--- src/rtl/lnxq_pkg.sv ---
// Package for the LCD nibble expander queue.
// Request and result payload structs, expander pin map and sizing defaults.
// No dependencies.
package lnxq_pkg;

  localparam int QUEUE_BYTES_DEF = 64;
  localparam int BYTES_PER_PUSH  = 4;

  // Expander bit positions
  localparam int PIN_RS = 0;
  localparam int PIN_RW = 1;
  localparam int PIN_EN = 2;
  localparam int PIN_BL = 3;
  localparam int PIN_D4 = 4;

  localparam logic KIND_PUSH = 1'b0;
  localparam logic KIND_POP  = 1'b1;

  typedef struct packed {
    logic       kind;
    logic [7:0] cmd_byte;
    logic       reg_select;
    logic       read_write;
  } lnxq_in_t;

  typedef struct packed {
    logic       push_accepted;
    logic       pop_valid;
    logic [7:0] out_byte;
    logic       not_empty;
  } lnxq_out_t;

endpackage

--- src/rtl/lnxq_ring.sv ---
// Byte ring storage for the LCD nibble expander queue.
// One write port, one read port with registered read data.
// Depends on lnxq_pkg for the default depth.
module lnxq_ring #(
  parameter int DEPTH = lnxq_pkg::QUEUE_BYTES_DEF,
  localparam int ADDR_W = $clog2(DEPTH)
) (
  input  logic              clk,
  input  logic              wr_en,
  input  logic [ADDR_W-1:0] wr_addr,
  input  logic [7:0]        wr_data,
  input  logic              rd_en,
  input  logic [ADDR_W-1:0] rd_addr,
  output logic [7:0]        rd_data
);
  import lnxq_pkg::*;

  logic [7:0] mem_r [DEPTH];
  logic [7:0] rd_data_r;

  always_ff @(posedge clk) begin
    if (wr_en) begin
      mem_r[wr_addr] <= wr_data;
    end
  end

  always_ff @(posedge clk) begin
    if (rd_en) begin
      rd_data_r <= mem_r[rd_addr];
    end
  end

  assign rd_data = rd_data_r;

endmodule

--- src/rtl/lcd_nibble_expander_queue.sv ---
// Top level of the LCD nibble expander queue.
// Control sequencer, ring pointers, result register; instantiates lnxq_ring.
// Depends on lnxq_pkg and lnxq_ring.
//
// A push request splits an LCD command or data byte into four I/O expander
// bytes (high nibble with EN set then clear, low nibble with EN set then
// clear, each carrying RS, RW and the backlight bit) and appends them to a
// ring of QUEUE_BYTES bytes; it is refused when fewer than five free slots
// remain. A pop request returns the oldest expander byte, or zero with
// pop_valid low when the queue is empty. Every request yields one result.
// The block works on one request at a time: a push that fits makes four ring
// writes through the single write port, then the result load; a pop of a
// non-empty queue makes a registered ring read, then the result load; a
// refused push or empty pop goes straight to the result load. A result waits
// in the output register while the next request is taken; the sequencer
// only holds up when a second result is ready before the first one has left.
// The ring needs no clearing after reset.
module lcd_nibble_expander_queue #(
  parameter int QUEUE_BYTES = lnxq_pkg::QUEUE_BYTES_DEF
) (
  input  logic                clk,
  input  logic                rst_n,
  input  logic                in_valid,
  output logic                in_stall,
  input  lnxq_pkg::lnxq_in_t  in_data,
  output logic                out_valid,
  input  logic                out_stall,
  output lnxq_pkg::lnxq_out_t out_data,
  input  logic                cfg_wr_en,
  input  logic                cfg_wr_data
);
  import lnxq_pkg::*;

  localparam int IDX_W     = $clog2(QUEUE_BYTES);
  localparam int CNT_W     = $clog2(QUEUE_BYTES);
  localparam int FIT_LIMIT = QUEUE_BYTES - BYTES_PER_PUSH;

  typedef enum logic [1:0] {
    ST_IDLE,
    ST_PUSH,
    ST_POP,
    ST_HOLD
  } state_t;

  state_t            state_r;
  logic [IDX_W-1:0]  rd_ptr_r;
  logic [IDX_W-1:0]  wr_ptr_r;
  logic [CNT_W-1:0]  fill_r;
  logic [1:0]        beat_r;
  logic              backlight_r;
  logic [7:0]        cmd_r;
  logic              rs_r;
  logic              rw_r;
  logic              bl_r;
  lnxq_out_t         res_r;
  lnxq_out_t         res_nxt;
  lnxq_out_t         out_data_r;
  logic              out_valid_r;

  logic              in_take;
  logic              fits;
  logic              ring_we;
  logic              ring_re;
  logic [7:0]        wr_byte;
  logic [7:0]        rd_byte;
  logic [3:0]        nibble;
  logic [CNT_W-1:0]  fill_dec;
  logic              out_free;
  logic              load_out;
  logic [IDX_W-1:0]  wr_ptr_inc;
  logic [IDX_W-1:0]  rd_ptr_inc;

  assign in_stall = (state_r != ST_IDLE);
  assign in_take  = in_valid && !in_stall;
  assign fits     = ({1'b0, fill_r} < (CNT_W+1)'(FIT_LIMIT));
  assign fill_dec = fill_r - CNT_W'(1);
  assign out_free = !out_valid_r || !out_stall;
  assign load_out = (state_r == ST_HOLD) && out_free;

  assign wr_ptr_inc = (wr_ptr_r == IDX_W'(QUEUE_BYTES - 1)) ? '0 : wr_ptr_r + IDX_W'(1);
  assign rd_ptr_inc = (rd_ptr_r == IDX_W'(QUEUE_BYTES - 1)) ? '0 : rd_ptr_r + IDX_W'(1);

  // beat 0/1: high nibble, beat 2/3: low nibble; EN set on even beats
  assign nibble = beat_r[1] ? cmd_r[3:0] : cmd_r[7:4];
  always_comb begin
    wr_byte                          = '0;
    wr_byte[PIN_D4 +: 4]             = nibble;
    wr_byte[PIN_RS]                  = rs_r;
    wr_byte[PIN_RW]                  = rw_r;
    wr_byte[PIN_EN]                  = ~beat_r[0];
    wr_byte[PIN_BL]                  = bl_r;
  end

  assign ring_we = (state_r == ST_PUSH);
  assign ring_re = in_take && (in_data.kind == KIND_POP) && (fill_r != '0);

  lnxq_ring #(
    .DEPTH (QUEUE_BYTES)
  ) u_ring (
    .clk     (clk),
    .wr_en   (ring_we),
    .wr_addr (wr_ptr_r),
    .wr_data (wr_byte),
    .rd_en   (ring_re),
    .rd_addr (rd_ptr_r),
    .rd_data (rd_byte)
  );

  always_comb begin
    res_nxt = res_r;
    unique case (state_r)
      ST_IDLE: begin
        if (in_take) begin
          res_nxt           = '0;
          res_nxt.not_empty = (fill_r != '0);
        end
      end
      ST_PUSH: begin
        if (beat_r == 2'd3) begin
          res_nxt.push_accepted = 1'b1;
          res_nxt.not_empty     = 1'b1;
        end
      end
      ST_POP: begin
        // ring read data arrives this cycle
        res_nxt.pop_valid = 1'b1;
        res_nxt.out_byte  = rd_byte;
        res_nxt.not_empty = (fill_dec != '0);
      end
      default: begin
      end
    endcase
  end

  always_ff @(posedge clk) begin
    if (!rst_n) begin
      backlight_r <= 1'b1;
    end else if (cfg_wr_en) begin
      backlight_r <= cfg_wr_data;
    end
  end

  always_ff @(posedge clk) begin
    if (!rst_n) begin
      state_r     <= ST_IDLE;
      rd_ptr_r    <= '0;
      wr_ptr_r    <= '0;
      fill_r      <= '0;
      beat_r      <= '0;
      out_valid_r <= 1'b0;
    end else begin
      res_r <= res_nxt;
      if (load_out) begin
        out_data_r  <= res_r;
        out_valid_r <= 1'b1;
      end else if (out_valid_r && !out_stall) begin
        out_valid_r <= 1'b0;
      end
      unique case (state_r)
        ST_IDLE: begin
          if (in_take) begin
            cmd_r <= in_data.cmd_byte;
            rs_r  <= in_data.reg_select;
            rw_r  <= in_data.read_write;
            bl_r  <= backlight_r;
            beat_r <= '0;
            if (in_data.kind == KIND_PUSH) begin
              state_r <= fits ? ST_PUSH : ST_HOLD;
            end else begin
              state_r <= (fill_r != '0) ? ST_POP : ST_HOLD;
            end
          end
        end
        ST_PUSH: begin
          wr_ptr_r <= wr_ptr_inc;
          beat_r   <= beat_r + 2'd1;
          if (beat_r == 2'd3) begin
            fill_r  <= fill_r + CNT_W'(BYTES_PER_PUSH);
            state_r <= ST_HOLD;
          end
        end
        ST_POP: begin
          fill_r   <= fill_dec;
          rd_ptr_r <= rd_ptr_inc;
          state_r  <= ST_HOLD;
        end
        ST_HOLD: begin
          if (out_free) begin
            state_r <= ST_IDLE;
          end
        end
        default: begin
          state_r <= ST_IDLE;
        end
      endcase
    end
  end

  assign out_valid = out_valid_r;
  assign out_data  = out_data_r;

endmodule
--- config.mk ---
export PLATFORM = sky130hd
export DESIGN_NAME = lcd_nibble_expander_queue
export DESIGN_NICKNAME = d
export VERILOG_FILES = /design/src/rtl/lnxq_pkg.sv /design/src/rtl/lnxq_ring.sv /design/src/rtl/lcd_nibble_expander_queue.sv
export SDC_FILE = /design/constraint.sdc
export NUM_CORES = 1
export LEC_CHECK = 0
export BUFFER_PORTS_ARGS = -buffer_cell sky130_fd_sc_hd__buf_2
export CORE_MARGIN = 10
export CORE_UTILIZATION = 60
export CTS_BUF_LIST = sky130_fd_sc_hd__clkbuf_4 sky130_fd_sc_hd__clkbuf_8
export CTS_CLUSTER_SIZE = 40
export DETAILED_ROUTE_END_ITERATION = 10
export PLACE_DENSITY = 0.76
export SLEW_MARGIN = 5
export SYNTH_ARGS = -nofsm -noshare
export SYNTH_HDL_FRONTEND = slang
export SYNTH_SLANG_ARGS = --single-unit
--- constraint.sdc ---
create_clock -name clk -period 2.88 [get_ports clk]
set_input_delay 0.432 -clock clk [delete_from_list [all_inputs] [get_ports clk]]
set_output_delay 0.432 -clock clk [all_outputs]
set_load 0.005 [all_outputs]
==> summary.md, run 1 <==
| Metric | Value |
|---|---|
| Outcome | complete, no violations |
| Antenna cells | 0 |
| Max-slew headroom | 0.153 |
| Post-synth cell types | between 50 and 60 |
| CTS Hold Buffers Added | 12 |
| Global-route wire length before repair | 72,600 µm |
| Synth top cells by count | edfxtp_1 (553), mux4_2 (105), nor2_1 (76) |
| Final Cycle Share | 0.943 |
| Max cap viols | 0 |
| Netlist Area Pre-Place | ~0.023 mm² |
| Vias per cell | between 6 and 7 |
| Final setup vio count | 0 |
| Final Hold Fails | 0 |
| PD cells | ~730 mW/mm² |
| DP Area | ~0.024 mm² |
| Yosys warning count | 0 |
| Register area | 0.0171 mm² |
| Layout Cell Area excl Fill | around 0.026 mm² |
| Number of global-route vias before repair | 12,028 |
| Avg WL per Cell | 24.2 µm |
| Post-synth top area share | 0.731 |
| Routed wire length | about 47,000 µm |
| Top post-synthesis cells by area | edfxtp_1 (73%), mux4_2 (10%), dfxtp_1 (2.1%), mux2i_1 (1.7%), nor2_1 (1.3%) |
| Area leader, netlist | edfxtp_1 |
| Setup TNS | 0 ns |
| Max Fanout on Critical Path | 24 |
| Final ANT Viol Nets | 0 |
| Fmax achieved | 0.368 GHz |
| Worst R2R Start | rd_ptr_r[1] |
| Path type of the worst setup path | flip-flop to flip-flop |
| Count leader, synth | edfxtp_1 |
| Clk sinks | 577 |
| Post-layout min period | roughly 2.7 ns |
| Die Wd | between 200 and 250 µm |
| Die area | 0.0461 mm² |
| Routability cong. | about 0.87 |
| Syn avg cell area | about 19 µm² |
| Final net count | between 1,000 and 1,500 |
| Clock insertion delay at the later pin of the skew report | about 0.62 ns |
| Post-DP HPWL | approximately 29,000 µm |
| Filler Cell Count | approximately 2,400 |
| VDD IR max | between 0.4 and 0.5 mV |
| H-tree Lvls | 3 |
| Clock buffer depth | 3 |
| Worst Skew | 0.0289 ns |
| Pre-antenna DRT Iters | 5 |
| Initial antenna violation count | 0 |
| Port Buffer Count | 29 |
| EDFF count, synth | between 500 and 600 |
| Number of DRC markers in iteration 0 | 1,229 |
| CP startpoint kind | flip-flop |
| Number of remaining DRC errors | 0 |
| Layout cells sized above 1 | 0.271 |
| R2R depth | 6 |
| Mapped Cells | between 1,000 and 1,500 |
| Async set or reset register ratio after synthesis | 0 |
| Critical path origin | rd_ptr_r[1] |
| WP data required | 3.24 ns |
| Clk slew on worst S/H paths | 0.06 ns |
| Capture point of the worst reg-to-reg path | u_ring.rd_data[5] |
| CTS resizes | 0 |
| Reg2reg setup slack | 0.16 ns |
| RSZ-0062 raised after global routing | no |
| Die span in y | 215 µm |
| Area Overhead vs Synth | 13.0% |
| Largest net degree at the start of global routing | between 60 and 70 |
| GRT Overall Usage | 0.205 |
| Synth Register Bits | between 500 and 600 |
| Root Buffer | clkbuf_8 |
| Worst slew pin tran | approximately 1.3 ns |
| Sequential share of the synthesized area | 0.752 |
| Critical Path End Type | flip-flop |
| I/O pins | 30 |
| Leakage | just over 0.008 µW |
| Num rows | 71 |
| Area of the multi-input gates | 0.00523 mm² |
| Post-CTS Setup Bufs | 0 |
| Mapped Nets | ~1,200 |
| Via count | 11,798 |
| Core Footprint | approximately 0.037 mm² |
| Data arrival, critical path | 3.07 ns |
| Initial Utilization | 0.606 |
| Main synth FF type | edfxtp_1 |
| Worst hold path class | input port to flip-flop |
| Worst setup path endpoint | u_ring.rd_data[5] |
| Grt total ovfl | 0 |
| Max Slew Vio Count | 0 |
| Total CTS buffers | 90 |
| CTS tree | built |
## cell usage in the layout (no fill, tap or decap), types with 9 or more instances in the layout
cell,n
inv_1,11
a21oi_1,17
buf_2,29
mux4_2,105
mux2_2,15
dfxtp_1,20
nor3_1,16
clkbuf_8,96
o21ai_0,11
ha_1,12
nand3_1,24
nand4_1,10
dlygate4sd3_1,12
clkinv_1,18
nor2b_1,14
mux2i_1,39
clkinv_2,10
and2_1,19
nand2_1,60
nor2_1,76
edfxtp_1,553
buf_4,84
a22oi_1,17
xnor2_1,9
clkbuf_4,29
o2111ai_1,11
## sequential cells by signal (all words and copies together) (netlist names), 2 cells and up
register	cells
fill_r	6
out_data	11
u_ring.mem_r	512
wr_ptr_r	6
cmd_r	8
state_r	2
rd_ptr_r	6
res_r	11
beat_r	2
u_ring.rd_data	8
## worst min path at each step
stage / cells after the start / startpoint / to
finish: 3 / out_stall / out_valid
global route: 3 / out_stall / out_valid
CTS: 3 / out_stall / out_valid
detailed placement: 0 / res_r[2] / out_data[2]
global placement: 0 / res_r[10] / out_data[10]
floorplan: 0 / res_r[0] / out_data[0]
## logic make-up after synthesis
group / count (synthesis) / synth area share
AO/OA/AOI/OAI: 110 / 0.0349
buffers and inverters: 81 / 0.0182
XOR/XNOR: 12 / 0.00463
multiplexers: 161 / 0.130
adder cells (fa/ha/maj): 12 / 0.00661
flip-flops: 577 / 0.752
AND/OR/NAND/NOR: 255 / 0.0541
## stage by stage
stage	hold WS (ns)	power, µW	setup slack, ns	utilization	cells
finish	0.157	18800	0.165	0.685	1936
global route	0.119	19600	0.0529	0.685	1936
CTS	0.116	18900	0.186	0.685	1936
detailed placement	0.405	12500	0.192	0.636	1766
global placement	0.402	12400	0.181	0.636	1766
floorplan	0.400	11700	0.520	-	1208
## per-layer routing
| metal | GRT usage | vias up | wire, µm |
|---|---|---|---|
| li1 | - | 5182 | - |
| met1 | 0.282 | 6028 | 19300 |
| met2 | 0.329 | 515 | 23100 |
| met3 | 0.0409 | 73 | 3490 |
| met4 | 0.0615 | 0 | 899 |
| met5 | 0 | - | 0 |
## area by class of cell
type,count,area share
flip-flops and latches,577,0.666
clock inverters,33,0.00697
multi-input cells,550,0.203
inverters,12,0.00175
clock buffers,125,0.0599
repair buffers,128,0.0372
well taps,511,0.0249
## worst max-delay path, cell delays in order, from the launching register on
cell and delay, ns:
dfxtp_4 0.61, buf_4 0.38, mux4_2 0.57, a22oi_1 0.33, a41oi_1 0.18, o21ai_1 0.22, o311ai_1 0.14
## power by group
part | internal (µW) | switching, µW | total, µW
clock network | 3530 | 2960 | 6480
logic | 1010 | 1440 | 2440
registers | 9660 | 203 | 9860
total | 14200 | 4590 | 18800
Note: power is estimated with default switching activity, not from simulation.
==> inputs of run 2 (changes only) <==
--- a/config.mk
+++ b/config.mk
@@ -15,4 +15,5 @@
 export SLEW_MARGIN = 5
 export SYNTH_ARGS = -nofsm -noshare
 export SYNTH_HDL_FRONTEND = slang
+export SYNTH_HIERARCHICAL = 1
 export SYNTH_SLANG_ARGS = --single-unit
==> run 2 against run 1 <==
Compared with the run above:
- design area up 1.4%
- fmax is 4.1% higher
- final cell count is 0.83% lower
- die area is essentially flat
- power rose by 5.8%
- critical path depth increased by 1
- via count rose by 2.0%
- non-clock buffer count rose by 30
- clock-buffer cell count is 13 lower
==> summary.md, run 2 <==
| Metric | Value |
|---|---|
| Number of global-route vias before repair | 12,216 (+1.6%) |
| Max Fanout on Critical Path | 46 (+92%) |
| Post-synth cell types | 55 (-5.2%) |
| EDFF count, synth | 553 (unchanged) |
| Initial antenna violation count | 0 (unchanged) |
| Async set or reset register ratio after synthesis | 0 (unchanged) |
| Max-slew headroom | 0.184 (+0.0312) |
| Die span in y | 215 µm (about the same) |
| Vias per cell | 6.27 (+2.8%) |
| Clk sinks | 577 (unchanged) |
| Crit-path slowest cell | mux4_2 |
| Final setup vio count | 0 (unchanged) |
| Net Switching | 5000 µW (+8.8%) |
| I/O pins | 30 (unchanged) |
| PD cells | 763 mW/mm² (+4.3%) |
| Mapped Nets | 1,184 (-4.3%) |
| Avg WL per Cell | 25.5 µm (+5.7%) |
| WP data required | 3.26 ns (+0.02 ns) |
| Area leader, netlist | edfxtp_1 |
| Largest register FFs | 512 (unchanged) |
| Crit path max-delay family | buffers and inverters |
| Post-layout min period | 2.61 ns (-0.106 ns) |
| Cell Chain, Critical Path | buf_12 > buf_4 > mux4_2 > o221a_2 > nor3_1 > buf_4 > o32ai_1 |
| Total CTS buffers | 88 (-2.2%) |
| Hold Slack | 0.0880 ns (-0.0692 ns) |
| Path type of the worst setup path | flip-flop to flip-flop |
| Data arrival, critical path | 2.99 ns (-0.08 ns) |
| CP startpoint kind | flip-flop |
| Worst Skew | 0.0286 ns (-0.000237 ns) |
| Syn avg cell area | 19.7 µm² (+4.8%) |
| Num rows | 71 (unchanged) |
| Die Wd | 215 µm (about the same) |
| Fmax achieved | 0.383 GHz (+4.1%) |
| Seq pwr share | 0.496 (-0.029) |
| Post-DP HPWL | 30,100 µm (+2.3%) |
| Int Pwr | 14,900 µW (+4.9%) |
| Reg2reg setup slack | 0.27 ns (+0.11 ns) |
| Pre-antenna DRT Iters | 6 (+1) |
| Grt total ovfl | 0 (unchanged) |
| Core Footprint | 0.0376 mm² (+0.24%) |
| Main synth FF type | edfxtp_1 |
| Final Cycle Share | 0.906 (-0.0367) |
| Outcome | complete, no violations |
| Max cap viols | 0 (unchanged) |
| CTS tree | built |
| Setup TNS | 0 ns (unchanged) |
| H-tree Lvls | 3 (unchanged) |
| Routed wire length | 49,000 µm (+4.9%) |
| Top post-synthesis cells by area | edfxtp_1 (73%), mux4_2 (12%), dfxtp_1 (2.1%), nor2_1 (1.7%), mux2i_1 (1.3%) |
| Comb pwr share | 0.164 (+0.034) |
| Clk slew on worst S/H paths | 0.07 ns (about the same) |
| Worst slew pin tran | 1.22 ns (-0.0468 ns) |
| Sw Share | 0.251 (+0.00694) |
| Die area | 0.0461 mm² (about the same) |
| Largest net degree at the start of global routing | 66 (+1.5%) |
| Yosys warning count | 6 (+6) |
| Clk pwr share | 0.340 (-0.005) |
| Netlist Area Pre-Place | 0.0227 mm² (about the same) |
| Final Hold Fails | 0 (unchanged) |
| Global-route wire length before repair | 74,900 µm (+3.2%) |
| Final net count | 1,373 (-1.1%) |
| RSZ-0062 raised after global routing | no |
| Number of DRC markers in iteration 0 | 1,342 (+9.2%) |
| VDD IR max | 0.444 mV (+10%) |
| Number of buffers and inverters on the critical path | 3 (+2) |
| Final ANT Viol Nets | 0 (unchanged) |
| Mapped Cells | 1,154 (-4.5%) |
| Antenna cells | 0 (unchanged) |
| Post-synth top area share | 0.730 (about the same) |
| Initial Utilization | 0.605 (-0.000900) |
| Synth top cells by count | edfxtp_1 (553), mux4_2 (126), nor2_1 (102) |
| Area Overhead vs Synth | 14.5% |
| Clock buffer depth | 3 (unchanged) |
| GRT Overall Usage | 0.215 (+0.00974) |
| Critical Path End Type | flip-flop |
| Via count | 12,033 (+2.0%) |
| Reg with most FFs | u_ring/mem_r |
| Number of remaining DRC errors | 0 (unchanged) |
| Leakage | 0.00827 µW (+1.7%) |
| Clock insertion delay at the later pin of the skew report | 0.64 ns (+0.02 ns) |
| Max stage delay on crit path | 0.50 ns (-0.11 ns) |
| Synth Register Bits | 577 (unchanged) |
| Layout cells sized above 1 | 0.308 (+0.0371) |
| Root Buffer | clkbuf_8 |
| Commonest cells after routing, fill and taps aside | edfxtp_1 (553), mux4_2 (126), buf_4 (110), nor2_1 (102), clkbuf_8 (89) |
| CP dominant cell by count | buf_4 |
| Worst hold path class | input port to flip-flop |
| Count leader, synth | edfxtp_1 |
| Sequential share of the synthesized area | 0.751 (about the same) |
| Filler Cell Count | 2,289 (-5.1%) |
| Routability cong. | 0.928 (+6.4%) |
| Port Buffer Count | 29 (unchanged) |
| Max Slew Vio Count | 0 (unchanged) |
| Most common cell after layout, fill and taps aside | edfxtp_1 |
==> run 2: cell count changes in the layout (fill, tap and decap cells not counted), moves of 8 or more <==
cell / change
mux2i_1: -10
mux4_2: +21
and2_1: -10
nand2_1: -27
buf_4: +26
a22oi_1: -14
nor2_1: +26
o2111ai_1: -8
==> run 2: cell type report <==
type,instances,area [µm²],share of cell area
well taps,511,639,0.0245
repair buffers,158,1240,0.0476
clock inverters,44,368,0.0141
clock buffers,112,1400,0.0536
multi-input cells,506,5260,0.202
flip-flops and latches,577,17100,0.656
inverters,12,45.0,0.00173
==> run 2: worst paths after layout <==
| path | start | to | cells past startpoint |
|---|---|---|---|
| setup / recovery | rd_ptr_r[0] | u_ring/rd_data[4] | 7 |
| hold / removal | cfg_wr_en | backlight_r | 3 |
| setup reg to reg | rd_ptr_r[0] | u_ring/rd_data[4] | 7 |
| hold reg to reg | res_r[8] | out_data[8] | 0 |
==> run 2: cells by family after synthesis <==
group | synth area share
AND/OR/NAND/NOR | 0.0475
multiplexers | 0.147
flip-flops | 0.751
buffers and inverters | 0.0174
adder cells (fa/ha/maj) | 0.00715
AO/OA/AOI/OAI | 0.0259
XOR/XNOR | 0.00385
==> run 2: what timing repair did <==
item / CTS / global route
resized for setup: 0 / 0
hold buffers: 11 / 0
endpoints found under the hold margin: 11 / 0
setup buffers: 0 / 0
==> run 2: power groups by stage <==
stage          Combinational, µW  Clock (µW)  Sequential (µW)
2_1_floorplan               2360           0             9990
3_3_place_gp                3160           0            10000
3_5_place_dp                3220           0            10000
4_1_cts                     3260        6890             9860
5_1_grt                     3520        7290             9880
6_report                    3270        6760             9860
==> run 2: metal layers <==
metal  part of all wire  wire length (µm)  GRT usage
met1               0.38             18800      0.291
met2               0.49             23900      0.337
met3              0.096              4700     0.0452
met4              0.033              1610     0.0886
met5                  0                 0          0
==> run 2: stage by stage <==
step | worst slack (ns) | power, µW | util | cell area, µm² | instances
floorplan | 0.667 | 12300 | - | 22700 | 1154
global placement | 0.260 | 13200 | 0.643 | 24200 | 1753
detailed placement | 0.249 | 13300 | 0.643 | 24200 | 1753
CTS | 0.266 | 20000 | 0.693 | 26100 | 1920
global route | 0.187 | 20700 | 0.693 | 26100 | 1920
finish | 0.270 | 19900 | 0.693 | 26100 | 1920
==> run 2: tightest hold or removal path, delay by kind of cell <==
kind	cells	cell delay, ns
AND/OR/NAND/NOR	1	0.09
buffers and inverters	1	0.09
multiplexers	1	0.07
==> inputs of run 3 (changes only) <==
--- a/config.mk
+++ b/config.mk
@@ -7,11 +7,11 @@
 export LEC_CHECK = 0
 export BUFFER_PORTS_ARGS = -buffer_cell sky130_fd_sc_hd__buf_2
 export CORE_MARGIN = 10
-export CORE_UTILIZATION = 60
+export CORE_UTILIZATION = 65
 export CTS_BUF_LIST = sky130_fd_sc_hd__clkbuf_4 sky130_fd_sc_hd__clkbuf_8
 export CTS_CLUSTER_SIZE = 40
 export DETAILED_ROUTE_END_ITERATION = 10
-export PLACE_DENSITY = 0.76
+export PLACE_DENSITY = 0.82
 export SLEW_MARGIN = 5
 export SYNTH_ARGS = -nofsm -noshare
 export SYNTH_HDL_FRONTEND = slang
==> run 3 against run 2 <==
Compared with the run above:
- critical path depth down 2
- fmax down 4.2%
- setup slack worse by 0.11 ns
- sequential power about the same
- clock skew up 0.012 ns
==> summary.md, run 3 (synthesized netlist as in run 2, its figures left out) <==
| Metric | Value |
|---|---|
| Int Pwr | 14,600 µW (-2.0%) |
| VDD IR max | 0.458 mV (+3.2%) |
| Root Buffer | clkbuf_8 |
| Total CTS buffers | 87 (-1.1%) |
| Initial Utilization | 0.658 (+0.0532) |
| Data arrival, critical path | 3.09 ns (+0.10 ns) |
| H-tree Lvls | 3 (unchanged) |
| Clk sinks | 577 (unchanged) |
| Outcome | complete, no violations |
| Die span in y | 207 µm (-3.6%) |
| Largest register FFs | 512 (unchanged) |
| Hold Slack | 0.0668 ns (-0.0211 ns) |
| Via count | 12,152 (+0.99%) |
| Die area | 0.0429 mm² (-7.0%) |
| RSZ-0062 raised after global routing | no |
| Antenna cells | 0 (unchanged) |
| Hold path depth | 3 (unchanged) |
| Worst slew pin tran | 1.26 ns (+0.0388 ns) |
| Path type of the worst setup path | flip-flop to flip-flop |
| Avg WL per Cell | 27.2 µm (+6.7%) |
| Num rows | 68 (-4.2%) |
| Reg with most FFs | u_ring/mem_r |
| Clock insertion delay at the later pin of the skew report | 0.65 ns (about the same) |
| Number of remaining DRC errors | 0 (unchanged) |
| Layout cells sized above 1 | 0.302 (-0.00608) |
| GRT Overall Usage | 0.234 (+0.0193) |
| Number of global-route vias before repair | 12,237 (+0.17%) |
| Core Footprint | 0.0345 mm² (-8.1%) |
| Grt total ovfl | 0 (unchanged) |
| Fmax achieved | 0.367 GHz (-4.2%) |
| Clk pwr share | 0.332 (-0.008) |
| Max Fanout on Critical Path | 42 (-8.7%) |
| Pre-antenna DRT Iters | 7 (+1) |
| Final Cycle Share | 0.946 (+0.0397) |
| Cell Chain, Critical Path | buf_12 > mux4_2 > o221a_2 > nor3_1 > o32ai_1 |
| CP startpoint kind | flip-flop |
| Area Overhead vs Synth | 13.3% |
| Final core utilization | 0.746 (+0.0524) |
| Clk slew on worst S/H paths | 0.06 ns (about the same) |
| PD cells | 759 mW/mm² (-0.58%) |
| Worst Skew | 0.0402 ns (+0.0116 ns) |
| Commonest cells after routing, fill and taps aside | edfxtp_1 (553), mux4_2 (126), nor2_1 (102), buf_4 (97), clkbuf_8 (93) |
| Worst hold path class | input port to flip-flop |
| Routed wire length | 50,300 µm (+2.6%) |
| Vias per cell | 6.58 (+5.0%) |
| Leakage | 0.00817 µW (-1.2%) |
| Sw Share | 0.254 (+0.00253) |
| Most common cell after layout, fill and taps aside | edfxtp_1 |
| Crit-path slowest cell | nor3_1 |
| CTS tree | built |
| Max Slew Vio Count | 0 (unchanged) |
| WP data required | 3.24 ns (-0.02 ns) |
| CTS resizes | 0 (unchanged) |
| Crit path max-delay family | simple AND/OR/NAND/NOR gates |
| Number of DRC markers in iteration 0 | 1,543 (+15%) |
| Setup TNS | 0 ns (unchanged) |
| Worst R2R Start | rd_ptr_r[0] |
| Die Wd | 207 µm (-3.6%) |
| Reg2reg setup slack | 0.16 ns (-0.11 ns) |
| Net Switching | 4970 µW (-0.71%) |
| Capture point of the worst reg-to-reg path | u_ring/rd_data[4] |
| Filler Cell Count | 1,867 (-18%) |
| Port Buffer Count | 29 (unchanged) |
| Final Hold Fails | 0 (unchanged) |
| Final setup vio count | 0 (unchanged) |
| Hold EP | out_valid |
| I/O pins | 30 (unchanged) |
| Critical Path End Type | flip-flop |
| Hold Path Origin | out_stall |
| Comb pwr share | 0.163 (about the same) |
| Max stage delay on crit path | 0.62 ns (+0.12 ns) |
| Post-DP HPWL | 31,100 µm (+3.0%) |
| R2R depth | 5 (-2) |
| Final net count | 1,356 (-1.2%) |
| Clock buffer depth | 3 (unchanged) |
| Largest net degree at the start of global routing | 65 (-1.5%) |
| Max-slew headroom | 0.158 (-0.0259) |
| Max cap viols | 0 (unchanged) |
| Seq pwr share | 0.506 (+0.010) |
| Final ANT Viol Nets | 0 (unchanged) |
| Number of buffers and inverters on the critical path | 1 (-2) |
| Global-route wire length before repair | 76,800 µm (+2.5%) |
| Routability cong. | 0.861 (-7.2%) |
| Post-layout min period | 2.72 ns (+0.114 ns) |
| Initial antenna violation count | 0 (unchanged) |
[run 3: what timing repair did]
item | in CTS | in global routing
setup buffers | 0 | 0
hold buffers | 10 | 0
hold endpoints to repair | 10 | 0
endpoints found under the setup margin | 0 | 0
[run 3: worst max path at each step]
stage                      from                 to  slack, ns  cells past startpoint
floorplan           rd_ptr_r[0]  u_ring/rd_data[3]       0.67                      6
global placement    rd_ptr_r[0]  u_ring/rd_data[4]       0.19                      5
detailed placement  rd_ptr_r[0]  u_ring/rd_data[4]       0.14                      5
CTS                 rd_ptr_r[0]  u_ring/rd_data[4]       0.14                      5
global route        rd_ptr_r[0]  u_ring/rd_data[4]       0.08                      5
finish              rd_ptr_r[0]  u_ring/rd_data[4]       0.16                      5
[run 3: stage by stage]
step / instances / cell area [µm²] / setup WS [ns] / power, µW
detailed placement: 1682 / 24000 / 0.139 / 13200
global placement: 1682 / 24000 / 0.186 / 13100
floorplan: 1154 / 22700 / 0.667 / 12300
CTS: 1846 / 25800 / 0.138 / 19700
finish: 1846 / 25800 / 0.156 / 19500
global route: 1846 / 25800 / 0.0756 / 20300
[run 3: area by class of cell]
| type | instances | area (µm²) | area share |
|---|---|---|---|
| multi-input combinational | 506 | 5260 | 0.204 |
| timing repair buffer | 142 | 1090 | 0.0424 |
| tap | 455 | 569 | 0.0221 |
| inverter | 12 | 45.0 | 0.00175 |
| clock inverter | 38 | 238 | 0.00923 |
| clock buffer | 116 | 1450 | 0.0564 |
| sequential | 577 | 17100 | 0.664 |
[run 3: power by group through the flow]
| stage | logic (µW) | clock network, µW | registers (µW) |
|---|---|---|---|
| floorplan | 2360 | 0 | 9990 |
| global placement | 3030 | 0 | 10000 |
| detailed placement | 3150 | 0 | 10100 |
| CTS | 3180 | 6590 | 9880 |
| global route | 3410 | 7000 | 9910 |
| finish | 3180 | 6490 | 9880 |
[run 3: worst reg2reg max path, stage by stage, from the launching register on]
cell and delay [ns]:
dfxtp_4 0.51, buf_12 0.33, mux4_2 0.56, o221a_2 0.26, nor3_1 0.62, o32ai_1 0.19
[run 3: per-layer routing]
layer / track usage / up-vias / wire, µm
li1: - / 5052 / -
met1: 0.315 / 6148 / 18600
met2: 0.369 / 829 / 24600
met3: 0.0584 / 123 / 5610
met4: 0.0838 / 0 / 1500
met5: 0 / - / 0
